--- src/hw/rtl/ciop_pkg.sv ---
// Types and constants of the console I/O port unit.
`default_nettype none

package ciop_pkg;

    // Field widths
    localparam int PORT_W      = 8;
    localparam int BYTE_W      = 8;
    localparam int LINE_W      = 9;
    localparam int ELAPSED_W   = 11;
    localparam int HSCALE_W    = 8;
    localparam int LCYC_W      = 10;
    localparam int CFG_ADDR_W  = 2;
    localparam int CFG_DATA_W  = 10;
    localparam int S_TDATA_W   = 48;
    localparam int M_TDATA_W   = 16;
    localparam int KIND_W      = 2;
    localparam int ROUTE_W     = 3;

    // Divider widths: dividend is the elapsed count scaled by 256
    localparam int DIV_NUM_W   = ELAPSED_W + HSCALE_W;
    localparam int DIV_DEN_W   = LCYC_W;

    // Item kinds
    typedef enum logic [KIND_W-1:0] {
        KIND_READ  = 2'd0,
        KIND_WRITE = 2'd1,
        KIND_LATCH = 2'd2
    } kind_t;

    // Result routes
    typedef enum logic [ROUTE_W-1:0] {
        ROUTE_LOCAL      = 3'd0,
        ROUTE_VDP_DATA_W = 3'd1,
        ROUTE_VDP_CTRL_W = 3'd2,
        ROUTE_PSG_W      = 3'd3,
        ROUTE_VDP_DATA_R = 3'd4,
        ROUTE_VDP_STAT_R = 3'd5
    } route_t;

    // Port ranges, from the top two address bits
    localparam logic [1:0] RANGE_LOW  = 2'b00;
    localparam logic [1:0] RANGE_CNT  = 2'b01;
    localparam logic [1:0] RANGE_VDP  = 2'b10;
    localparam logic [1:0] RANGE_PAD  = 2'b11;

    // Configuration register indexes
    localparam logic [CFG_ADDR_W-1:0] CFG_COUNTRY = 2'd0;
    localparam logic [CFG_ADDR_W-1:0] CFG_WIDE    = 2'd1;
    localparam logic [CFG_ADDR_W-1:0] CFG_LCYC    = 2'd2;

    localparam logic [LCYC_W-1:0] LCYC_RESET = 10'd228;

endpackage : ciop_pkg

`default_nettype wire

--- src/hw/rtl/ciop_div.sv ---
// Restoring serial divider, one quotient bit per cycle.
`default_nettype none

module ciop_div #(
    parameter int NUM_W = ciop_pkg::DIV_NUM_W,
    parameter int DEN_W = ciop_pkg::DIV_DEN_W
) (
    input  wire logic             aclk,
    input  wire logic             aresetn,
    input  wire logic             start,
    input  wire logic [NUM_W-1:0] num,
    input  wire logic [DEN_W-1:0] den,
    output logic                  done,
    output logic      [NUM_W-1:0] quotient
);

    localparam int CNT_W = $clog2(NUM_W + 1);

    logic [DEN_W-1:0] rem_reg,  rem_next;
    logic [NUM_W-1:0] quo_reg,  quo_next;
    logic [DEN_W-1:0] den_reg;
    logic [CNT_W-1:0] cnt_reg,  cnt_next;
    logic             busy_reg, busy_next;
    logic             done_reg, done_next;

    logic [DEN_W:0]   partial;
    logic [DEN_W:0]   diff;
    logic             fits;

    // Trial subtract of the shifted remainder
    assign partial = {rem_reg, quo_reg[NUM_W-1]};
    assign fits    = partial >= {1'b0, den_reg};
    assign diff    = partial - {1'b0, den_reg};

    always_comb begin
        rem_next  = rem_reg;
        quo_next  = quo_reg;
        cnt_next  = cnt_reg;
        busy_next = busy_reg;
        done_next = 1'b0;
        if (start) begin
            rem_next  = '0;
            quo_next  = num;
            cnt_next  = CNT_W'(NUM_W);
            busy_next = 1'b1;
        end else if (busy_reg) begin
            rem_next = fits ? diff[DEN_W-1:0] : partial[DEN_W-1:0];
            quo_next = {quo_reg[NUM_W-2:0], fits};
            cnt_next = cnt_reg - CNT_W'(1);
            if (cnt_reg == CNT_W'(1)) begin
                busy_next = 1'b0;
                done_next = 1'b1;
            end
        end
    end

    always_ff @(posedge aclk) begin
        if (!aresetn) begin
            busy_reg <= 1'b0;
            done_reg <= 1'b0;
        end else begin
            busy_reg <= busy_next;
            done_reg <= done_next;
        end
        rem_reg <= rem_next;
        quo_reg <= quo_next;
        cnt_reg <= cnt_next;
        if (start) begin
            den_reg <= den;
        end
    end

    assign done     = done_reg;
    assign quotient = quo_reg;

endmodule : ciop_div

`default_nettype wire

--- src/hw/rtl/console_io_port_unit.sv ---
// Top level of the console I/O port unit: port decode, local registers, sequencer.
//
//  Channel   Dir  Handshake          Payload
//  s_        in   s_tvalid/s_tready  s_tuser kind, s_tdata port..cycles_left
//  m_        out  m_tvalid/m_tready  m_tuser route, m_tdata read_data, route_data
//  cfg_      in   cfg_we             cfg_addr index, cfg_wdata value
//
// An H counter read goes from the accept to serial division, one quotient bit a
// cycle; the sequencer sees done and builds the result in resolve. Any other word
// goes from the accept straight to resolve. No new word is taken until the result
// is built. Reset (synchronous, aresetn low) clears the local registers and loads
// the configuration defaults. A stalled result holds in the output register; the
// next word is taken in and waits in resolve for the slot.
`default_nettype none

module console_io_port_unit (
    input  wire logic                                aclk,
    input  wire logic                                aresetn,
    // Input words
    input  wire logic                                s_tvalid,
    output logic                                     s_tready,
    // port, write_data, pad_buttons, scan_line, cycles_left (from bit 0 up)
    input  wire logic [ciop_pkg::S_TDATA_W-1:0]      s_tdata,
    // kind
    input  wire logic [ciop_pkg::KIND_W-1:0]         s_tuser,
    // Result words
    output logic                                     m_tvalid,
    input  wire logic                                m_tready,
    // read_data, route_data (from bit 0 up)
    output logic      [ciop_pkg::M_TDATA_W-1:0]      m_tdata,
    // route
    output logic      [ciop_pkg::ROUTE_W-1:0]        m_tuser,
    // Configuration writes
    input  wire logic                                cfg_we,
    input  wire logic [ciop_pkg::CFG_ADDR_W-1:0]     cfg_addr,
    input  wire logic [ciop_pkg::CFG_DATA_W-1:0]     cfg_wdata
);

    typedef enum logic [1:0] {
        ST_IDLE,
        ST_DIVIDE,
        ST_RESOLVE
    } state_t;

    // Fixed local port addresses
    localparam logic [7:0] PORT_SYSCTRL = 8'h00;
    localparam logic [7:0] PORT_CONST_A = 8'h01;
    localparam logic [7:0] PORT_CONST_B = 8'h02;
    localparam logic [7:0] PORT_CONST_C = 8'h03;
    localparam logic [7:0] PORT_CONST_D = 8'h04;
    localparam logic [7:0] PORT_CONST_E = 8'h05;
    localparam logic [7:0] PORT_STEREO  = 8'h06;

    localparam logic [7:0] VJUMP_WIDE = 8'hEA;
    localparam logic [7:0] VJUMP_STD  = 8'hDA;
    localparam logic [8:0] VJUMP_BACK = 9'd6;
    localparam logic [3:0] NAT_MATCH  = 4'h5;
    localparam logic [3:0] NAT_HIGH   = 4'hF;

    // Input word fields
    logic [ciop_pkg::PORT_W-1:0]    in_port;
    logic [ciop_pkg::BYTE_W-1:0]    in_wdata;
    logic [ciop_pkg::BYTE_W-1:0]    in_pad;
    logic [ciop_pkg::LINE_W-1:0]    in_line;
    logic [ciop_pkg::ELAPSED_W-1:0] in_left;

    assign in_port  = s_tdata[7:0];
    assign in_wdata = s_tdata[15:8];
    assign in_pad   = s_tdata[23:16];
    assign in_line  = s_tdata[32:24];
    assign in_left  = s_tdata[43:33];

    state_t state_reg, state_next;

    // Configuration
    logic                          japan_reg;
    logic                          wide_reg;
    logic [ciop_pkg::LCYC_W-1:0]   lcyc_reg;

    // Local registers
    logic [7:0] pad_latch_reg,  pad_latch_next;
    logic [7:0] io_ctrl_reg,    io_ctrl_next;
    logic [7:0] stereo_reg,     stereo_next;
    logic [7:0] sys_ctrl_reg,   sys_ctrl_next;

    // Captured word
    logic [ciop_pkg::KIND_W-1:0]   kind_reg;
    logic [ciop_pkg::PORT_W-1:0]   port_reg;
    logic [ciop_pkg::BYTE_W-1:0]   wdata_reg;
    logic [ciop_pkg::BYTE_W-1:0]   pad_reg;
    logic [ciop_pkg::LINE_W-1:0]   line_reg;

    // Output register
    logic                          m_valid_reg, m_valid_next;
    logic [7:0]                    rdata_reg,   rdata_next;
    logic [7:0]                    rtdata_reg,  rtdata_next;
    logic [ciop_pkg::ROUTE_W-1:0]  route_reg,   route_next;

    logic                          s_fire;
    logic                          is_hread;
    logic                          out_free;
    logic                          div_start;
    logic                          div_done;
    logic [ciop_pkg::DIV_NUM_W-1:0] div_num;
    logic [ciop_pkg::DIV_DEN_W-1:0] div_den;
    logic [ciop_pkg::DIV_NUM_W-1:0] div_quo;
    logic signed [ciop_pkg::ELAPSED_W:0] elapsed;

    assign s_tready = (state_reg == ST_IDLE);
    assign s_fire   = s_tvalid && s_tready;
    assign out_free = !m_valid_reg || m_tready;

    // H counter reads go to the divider straight from the input word
    assign is_hread = (s_tuser == ciop_pkg::KIND_READ) &&
                      (in_port[7:6] == ciop_pkg::RANGE_CNT) && in_port[0];
    assign div_start = s_fire && is_hread;

    // Elapsed line cycles, clamped at zero, scaled by 256
    assign elapsed = $signed({2'b00, lcyc_reg}) -
                     $signed({in_left[ciop_pkg::ELAPSED_W-1], in_left});
    assign div_num = elapsed[ciop_pkg::ELAPSED_W] ? '0 :
                     {elapsed[ciop_pkg::ELAPSED_W-1:0], {ciop_pkg::HSCALE_W{1'b0}}};
    assign div_den = (lcyc_reg == '0) ? ciop_pkg::DIV_DEN_W'(1) : lcyc_reg;

    ciop_div #(
        .NUM_W (ciop_pkg::DIV_NUM_W),
        .DEN_W (ciop_pkg::DIV_DEN_W)
    ) u_div (
        .aclk     (aclk),
        .aresetn  (aresetn),
        .start    (div_start),
        .num      (div_num),
        .den      (div_den),
        .done     (div_done),
        .quotient (div_quo)
    );

    // Read-side helpers on the captured word
    logic [7:0] v_count;
    logic [7:0] v_jump;
    logic [8:0] v_back;
    logic [7:0] pad_a;
    logic [7:0] pad_b;
    logic [7:0] low_port;

    assign v_jump  = wide_reg ? VJUMP_WIDE : VJUMP_STD;
    assign v_back  = line_reg - VJUMP_BACK;
    assign v_count = (line_reg <= {1'b0, v_jump}) ? line_reg[7:0] : v_back[7:0];

    assign pad_a = {2'b11, ~pad_latch_reg[6], ~(pad_latch_reg[5] | pad_latch_reg[4]),
                    ~pad_latch_reg[3:0]};

    always_comb begin
        pad_b = 8'hFF;
        if (!japan_reg && io_ctrl_reg[3:0] == NAT_MATCH && io_ctrl_reg[7:4] != NAT_HIGH) begin
            pad_b = 8'h3F;
        end
    end

    always_comb begin
        unique case (port_reg)
            PORT_SYSCTRL: low_port = sys_ctrl_reg;
            PORT_CONST_A: low_port = 8'h7F;
            PORT_CONST_B: low_port = 8'hFF;
            PORT_CONST_C: low_port = 8'h00;
            PORT_CONST_D: low_port = 8'hFF;
            PORT_CONST_E: low_port = 8'h00;
            PORT_STEREO:  low_port = stereo_reg;
            default:      low_port = 8'hFF;
        endcase
    end

    // Sequencer and result build
    always_comb begin
        state_next     = state_reg;
        pad_latch_next = pad_latch_reg;
        io_ctrl_next   = io_ctrl_reg;
        stereo_next    = stereo_reg;
        sys_ctrl_next  = sys_ctrl_reg;
        m_valid_next   = m_valid_reg;
        rdata_next     = rdata_reg;
        rtdata_next    = rtdata_reg;
        route_next     = route_reg;

        if (m_valid_reg && m_tready) begin
            m_valid_next = 1'b0;
        end

        unique case (state_reg)
            ST_IDLE: begin
                if (s_fire) begin
                    state_next = is_hread ? ST_DIVIDE : ST_RESOLVE;
                end
            end
            ST_DIVIDE: begin
                if (div_done) begin
                    state_next = ST_RESOLVE;
                end
            end
            ST_RESOLVE: begin
                if (out_free) begin
                    state_next   = ST_IDLE;
                    m_valid_next = 1'b1;
                    rdata_next   = 8'hFF;
                    rtdata_next  = 8'h00;
                    route_next   = ciop_pkg::ROUTE_LOCAL;
                    unique case (kind_reg)
                        ciop_pkg::KIND_READ: begin
                            unique case (port_reg[7:6])
                                ciop_pkg::RANGE_VDP: begin
                                    route_next = port_reg[0] ? ciop_pkg::ROUTE_VDP_STAT_R
                                                             : ciop_pkg::ROUTE_VDP_DATA_R;
                                end
                                ciop_pkg::RANGE_CNT: begin
                                    rdata_next = port_reg[0] ? div_quo[7:0] : v_count;
                                end
                                ciop_pkg::RANGE_PAD: begin
                                    rdata_next = port_reg[0] ? pad_b : pad_a;
                                end
                                default: begin
                                    rdata_next = low_port;
                                end
                            endcase
                        end
                        ciop_pkg::KIND_WRITE: begin
                            unique case (port_reg[7:6])
                                ciop_pkg::RANGE_VDP: begin
                                    route_next  = port_reg[0] ? ciop_pkg::ROUTE_VDP_CTRL_W
                                                              : ciop_pkg::ROUTE_VDP_DATA_W;
                                    rtdata_next = wdata_reg;
                                end
                                ciop_pkg::RANGE_CNT: begin
                                    route_next  = ciop_pkg::ROUTE_PSG_W;
                                    rtdata_next = wdata_reg;
                                end
                                ciop_pkg::RANGE_LOW: begin
                                    if (port_reg == PORT_STEREO) begin
                                        stereo_next = wdata_reg;
                                    end else if (port_reg[0]) begin
                                        io_ctrl_next = wdata_reg;
                                    end
                                end
                                default: begin
                                    // high range writes are dropped
                                end
                            endcase
                        end
                        ciop_pkg::KIND_LATCH: begin
                            pad_latch_next = pad_reg;
                            sys_ctrl_next  = {~pad_reg[7], 7'h7F};
                        end
                        default: begin
                            // unknown kind: defaults only
                        end
                    endcase
                end
            end
            default: begin
                state_next = ST_IDLE;
            end
        endcase
    end

    always_ff @(posedge aclk) begin
        if (!aresetn) begin
            state_reg     <= ST_IDLE;
            m_valid_reg   <= 1'b0;
            pad_latch_reg <= '0;
            io_ctrl_reg   <= '0;
            stereo_reg    <= '0;
            sys_ctrl_reg  <= '0;
            japan_reg     <= 1'b0;
            wide_reg      <= 1'b0;
            lcyc_reg      <= ciop_pkg::LCYC_RESET;
        end else begin
            state_reg     <= state_next;
            m_valid_reg   <= m_valid_next;
            pad_latch_reg <= pad_latch_next;
            io_ctrl_reg   <= io_ctrl_next;
            stereo_reg    <= stereo_next;
            sys_ctrl_reg  <= sys_ctrl_next;
            if (cfg_we) begin
                unique case (cfg_addr)
                    ciop_pkg::CFG_COUNTRY: japan_reg <= cfg_wdata[0];
                    ciop_pkg::CFG_WIDE:    wide_reg  <= cfg_wdata[0];
                    ciop_pkg::CFG_LCYC:    lcyc_reg  <= cfg_wdata[ciop_pkg::LCYC_W-1:0];
                    default: begin
                        // no register at this index
                    end
                endcase
            end
        end
        rdata_reg  <= rdata_next;
        rtdata_reg <= rtdata_next;
        route_reg  <= route_next;
        if (s_fire) begin
            kind_reg  <= s_tuser;
            port_reg  <= in_port;
            wdata_reg <= in_wdata;
            pad_reg   <= in_pad;
            line_reg  <= in_line;
        end
    end

    assign m_tvalid = m_valid_reg;
    assign m_tdata  = {rtdata_reg, rdata_reg};
    assign m_tuser  = route_reg;

endmodule : console_io_port_unit

`default_nettype wire

--- config.mk ---
export PLATFORM = sky130hd
export DESIGN_NAME = console_io_port_unit
export DESIGN_NICKNAME = d
export VERILOG_FILES = /design/src/hw/rtl/ciop_pkg.sv /design/src/hw/rtl/ciop_div.sv /design/src/hw/rtl/console_io_port_unit.sv
export SDC_FILE = /design/constraint.sdc
export NUM_CORES = 1
export LEC_CHECK = 0
export ABC_AREA = 0
export BUFFER_PORTS_ARGS = -buffer_cell sky130_fd_sc_hd__buf_2
export CORE_ASPECT_RATIO = 2
export CORE_MARGIN = 10
export CORE_UTILIZATION = 55
export CTS_BUF_LIST = sky130_fd_sc_hd__clkbuf_8
export CTS_CLUSTER_SIZE = 8
export DETAILED_ROUTE_END_ITERATION = 10
export PLACE_DENSITY = 0.76
export SLEW_MARGIN = 20
export SYNTH_ARGS = -nofsm -noshare
export SYNTH_HDL_FRONTEND = slang
export SYNTH_HIERARCHICAL = 1
export SYNTH_SLANG_ARGS = --single-unit
--- constraint.sdc ---
create_clock -name aclk -period 6.2 [get_ports aclk]
set_input_delay 0 -clock aclk [delete_from_list [all_inputs] [get_ports aclk]]
set_output_delay 0 -clock aclk [all_outputs]
set_load 0.05 [all_outputs]
# Word level (Yosys, flattened, before mapping)
# Index checks and enable logic that the tools add are counted.
[word_totals]
latchBits = 0
ff_bits = 146
memories = 0
romBits = 0
word_cells = 115
input_bits = 67
mem_bits_rw = 0
[op_classes]
shift = 0
reduce_logical = 30
n_div = 0
eq_ne = 20
mul = 0
bitwise = 8
n_addsub = 4
muxes = 28
n_lt_le_gt_ge = 2
[ops]
columns = ["op", "count"]
rows = [
  ["$mux 19", 3],
  ["$mux 8", 4],
  ["$pmux 8 s4", 1],
  ["$pmux 8 s3", 1],
  ["$eq 8x3->1 const B", 2],
  ["$sub 11x11->12", 1],
  ["$ge 11x10->1", 1],
  ["$eq 2x1->1 const B", 5],
  ["$eq 2x2->1 const B", 5],
  ["$logic_not 10->1", 1],
  ["$logic_not 2->1", 5],
  ["$mux 10", 1],
  ["$mux 2", 5],
  ["$reduce_and 2->1", 5],
  ["$sub 10x10->10", 1],
  ["$le 9x8->1", 1],
  ["$eq 8x1->1 const B", 1],
  ["$eq 8x2->1 const B", 1],
  ["$logic_not 8->1", 1],
  ["$mux 1", 8],
  ["$sub 8x3->8 const B", 1],
  ["$logic_and 1x1->1", 7],
  ["$mux 6", 1],
  ["$not 1->1", 6],
  ["20 further kinds", 24],
]

# Longest topological paths before layout
[logic_depth]
word_depth = 6
depth_mapped = 10
depth_no_buf = 10

# Hierarchy
# The synthesis kept the hierarchy.
[modules_own_cells]
columns = ["mod", "n_inst", "area_per_inst_um2", "cells_per_inst"]
rows = [
  ["console_io_port_unit", 1, 4778.3, 437],
  ["ciop_div", 1, 2482.4, 217],
]

# Worst setup path before layout
# No wires, ideal clock.
[synth_timing]
path_kind = "register to register"
startpoint = "register state_reg[0]"
endpoint = "register u_div.quo_reg[10] (netlist: u_div/quotient[10]) (data pin)"
arrival_time_ns = 2.203
setup_slack_ns = 3.735
required_time_ns = 5.938
stages_incl_launch_ff = 5
path_cell_list = "dfxtp_1 > nor3_1 > clkbuf_1 > clkbuf_1 > mux2_1"
[synth_between]
elab_chain_len = 4
[synth_rtl]
columns = ["element", "line", "rtl"]
rows = [
  ["start: declaration", "console_io_port_unit.sv:73", "state_t state_reg, state_next;"],
  ["start signal: assignment", "console_io_port_unit.sv:276", "state_reg <= state_next;"],
  ["$logic_not 2->1", "console_io_port_unit.sv:109", "assign s_tready = (state_reg == ST_IDLE);"],
  ["$logic_and 1x1->1", "console_io_port_unit.sv:110", "assign s_fire = s_tvalid && s_tready;"],
  ["$logic_and 1x1->1", "console_io_port_unit.sv:116", "assign div_start = s_fire && is_hread;"],
  ["via div_start", "console_io_port_unit.sv:102", "logic div_start;"],
  ["$mux 19", "ciop_div.sv:41", "if (start) begin"],
  ["via u_div.quo_next[10]", "ciop_div.sv:20", "logic [NUM_W-1:0] quo_reg, quo_next;"],
  ["end signal: assignment", "ciop_div.sv:66", "quo_reg <= quo_next;"],
  ["end: declaration", "ciop_div.sv:20", ""],
]
# The timed path passes the listed nets, and every way through them passes these cells.
# A chain may end at the register's enable or synchronous reset.

# Final worst setup path
[layout_timing]
startpoint = "register u_div.den_reg[8]"
endpoint = "register u_div.quo_reg[0] (netlist: u_div/quotient[0]) (data pin)"
[layout_between]
elab_chain_len = 3
[layout_rtl]
columns = ["element", "line", "rtl"]
rows = [
  ["start: declaration", "ciop_div.sv:21", "logic [DEN_W-1:0] den_reg;"],
  ["start signal: assignment", "ciop_div.sv:69", "den_reg <= den;"],
  ["$ge 11x10->1", "ciop_div.sv:32", "assign fits = partial >= {1'b0, den_reg};"],
  ["$mux 19", "ciop_div.sv:46", "end else if (busy_reg) begin"],
  ["$mux 19", "ciop_div.sv:41", ""],
  ["via u_div.quo_next[0]", "ciop_div.sv:20", ""],
]
# The timed path passes the listed nets, and every way through them passes these cells. The select of a mux whose other input is x is not followed.

==> flow_summary.ini <==
[synth]
synth_edf_count = 83
synthCells = 654
synth_ff_type = edfxtp_1
synth_common_cells = edfxtp_1 (83), dfxtp_1 (57), nand2_1 (49), nor2_1 (39), inv_1 (38)
ys_seq_area_share_pct = 50.0
synth_top_area_share_pct = 34.3
async_reset_ff_share_pct = 0
synth.avg_cell_area_um2 = 11.1
ys_ff_latch = 140
synth.distinct_cells = 87
ys_warn_count = 6
syn-cell-area_mm2 = 0.00726
synth_most_common_cell = edfxtp_1
netlist_top_cells_area = edfxtp_1 (34%), dfxtp_1 (16%), ha_1 (5.3%), mux2i_1 (4.0%), mux2_1 (3.1%)
synth_largest_area_cell = edfxtp_1

[timing]
rsz0062_at_grt = no
post-route-period-util_pct = 41.5
setup_violations = 0
post-route-min-period_ns = 2.57
fmax_ghz = 0.389
fin_skew_ns = 0.0137
finalSetupTns_ns = 0
hold_viol_final = 0
worst_pin_slew_ns = 0.922
relSlewSlack_pct = 38.5
finalMaxSlewViolations = 0

[drt]
viasPerCell = 5.83
drt_wl_total_mm = 18.0
drc_errors = 0
vias = 5523
dr.pass1.iters = 5
routedWlPerCell_um = 18.9
first_iter_violations = 216
ant_nets = 0

[worst_setup_path]
path_class = flip-flop to flip-flop
end_kind = flip-flop
crit_chain = inv_1 -> ha_1 -> a21o_1 -> a2111oi_4 -> and2_1 -> mux2i_1
slowest_delay_ns = 0.87
cp_max_fo = 17
cp.arrival_ns = 2.74
critPathSlowestCell = a2111oi_4
cp-start-kind = flip-flop
cp.required_ns = 6.37

[power_and_ir_drop]
pwr_density_cell_mw_per_mm2 = 277
p_leak_uw = 0.00356
peakVddDrop_v = 0.000233

[clock_tree]
cts_resized = 0
numClockSinks = 140
cts_hold_buf = 49
htree_num_levels = 4
clk_path_buf_depth = 2
clock_latency_ns = 0.43
cts_buffers = 17
cts_root_buf = clkbuf_8
postCtsSetupBuffers = 0
clk_pin_slew_worst_paths_ns = 0.08
cts_tree = yes

[floorplan]
core_mm2 = 0.0130
die_h_um = 182
die_x_um = 101
initial_core_util_pct = 55.9
rows = 59
ios = 88
die_area_mm2 = 0.0185

[global_routing]
gr-total-overflow = 0
grt_pass1_wl_mm = 29.0
grt_usage_pct = 19.7
grt_max_degree = 47
grt_pass1_vias = 5895
antenna_found_initial = 1

[finish]
largest_register_ffs = 19
nNetsFinal = 882
drive_gt1_share_pct = 18.0
areaGrowthSynthToFinish_pct = 19.5
fin_util_pct = 66.8

[flow_run]
drv_cap = 0

[hold_path]
hold_path.class = primary input to flip-flop

[place]
io_buffers = 83
dpl.hpwl_mm = 13.0
place_congestion = 0.945

[outcome]
outcome = complete, no violations
layer usage:
layer | vias to the layer above | track usage (%) | share of wire (%)
li1 | 2628 | - | -
met1 | 2681 | 19.4 | 35
met2 | 173 | 36.4 | 57
met3 | 41 | 4.39 | 4.2
met4 | 0 | 10.1 | 3.9
met5 | - | 0 | 0
critical path, delay by kind of cell (launching register included):
family	cells	cell delay, ns
AO/OA/AOI/OAI	2	1.10
adder cells (fa/ha/maj)	1	0.31
buffers and inverters	1	0.11
flip-flops	1	0.37
multiplexers	1	0.09
AND/OR/NAND/NOR	1	0.31
placed cells by master (no fill, tap or decap), types with 5 or more instances in the layout:
cell type,n
a21boi_0,8
a21o_1,5
a21oi_1,29
a31oi_1,7
and2_1,7
and3_1,10
buf_2,83
clkbuf_8,17
conb_1,8
dfxtp_1,57
dlygate4sd3_1,49
edfxtp_1,83
ha_1,31
inv_1,41
mux2_1,20
mux2i_1,29
nand2_1,49
nand2b_1,14
nand3_1,12
nand4_1,12
nor2_1,39
nor2b_1,32
nor3_1,8
nor4_1,6
o21a_1,6
o21ai_0,15
xnor2_1,6
xor2_1,6
cell families (layout without fill, tap and decap cells):
group           count (synthesis)  after routing  synth area share, %
fa+ha+maj                      33             33                 5.89
simple gates                  223            223                 17.5
other cells                     1              9               0.0516
mux                            50             50                 7.25
buf+inv                        71            205                 4.50
flops                         140            140                 50.0
xor+xnor                       12             12                 1.45
compound gates                124            124                 13.3
cell type report:
cell class / instances / area (µm²)
antenna: 1 / 2.50
clock inverter: 15 / 201
fill: 1008 / 4320
timing repair buffer: 134 / 921
tap: 152 / 190
inverter: 39 / 160
multi-input combinational: 450 / 3330
sequential: 140 / 3630
clock buffer: 17 / 234
path summary, 6_finish.rpt:
check / slack, ns / startpoint / end / cells after the start
worst max-delay path: 3.63 / u_div/den_reg[8] / u_div/quotient[0] / 6
worst min-delay path: 0.03 / cfg_we / wide_reg / 5
worst max register to register: 3.63 / u_div/den_reg[8] / u_div/quotient[0] / 6
worst min register to register: 0.47 / sys_ctrl_reg[6] / sys_ctrl_reg[6] / 1
power by group:
| part | leakage [µW] | total [µW] | switching, µW | internal (µW) |
|---|---|---|---|---|
| Combinational | 0.00210 | 485 | 277 | 208 |
| Clock | 0.000223 | 809 | 368 | 441 |
| Sequential | 0.00123 | 1110 | 59.7 | 1050 |
per-stage QoR:
| stage | setup slack, ns | hold WS [ns] | std cells | power, µW | instance area [µm²] |
|---|---|---|---|---|---|
| 5_1_grt | 3.48 | 0.0459 | 948 | 2520 | 8670 |
| 4_1_cts | 3.62 | 0.0105 | 947 | 2410 | 8670 |
| 6_report | 3.63 | 0.0304 | 948 | 2400 | 8670 |
| 3_3_place_gp | 3.67 | 0.177 | 866 | 1570 | 7750 |
| 3_5_place_dp | 3.64 | 0.178 | 866 | 1580 | 7750 |
| 2_1_floorplan | 3.73 | 0.0989 | 661 | 1490 | 7290 |
Power figures use the tool's default switching activity.
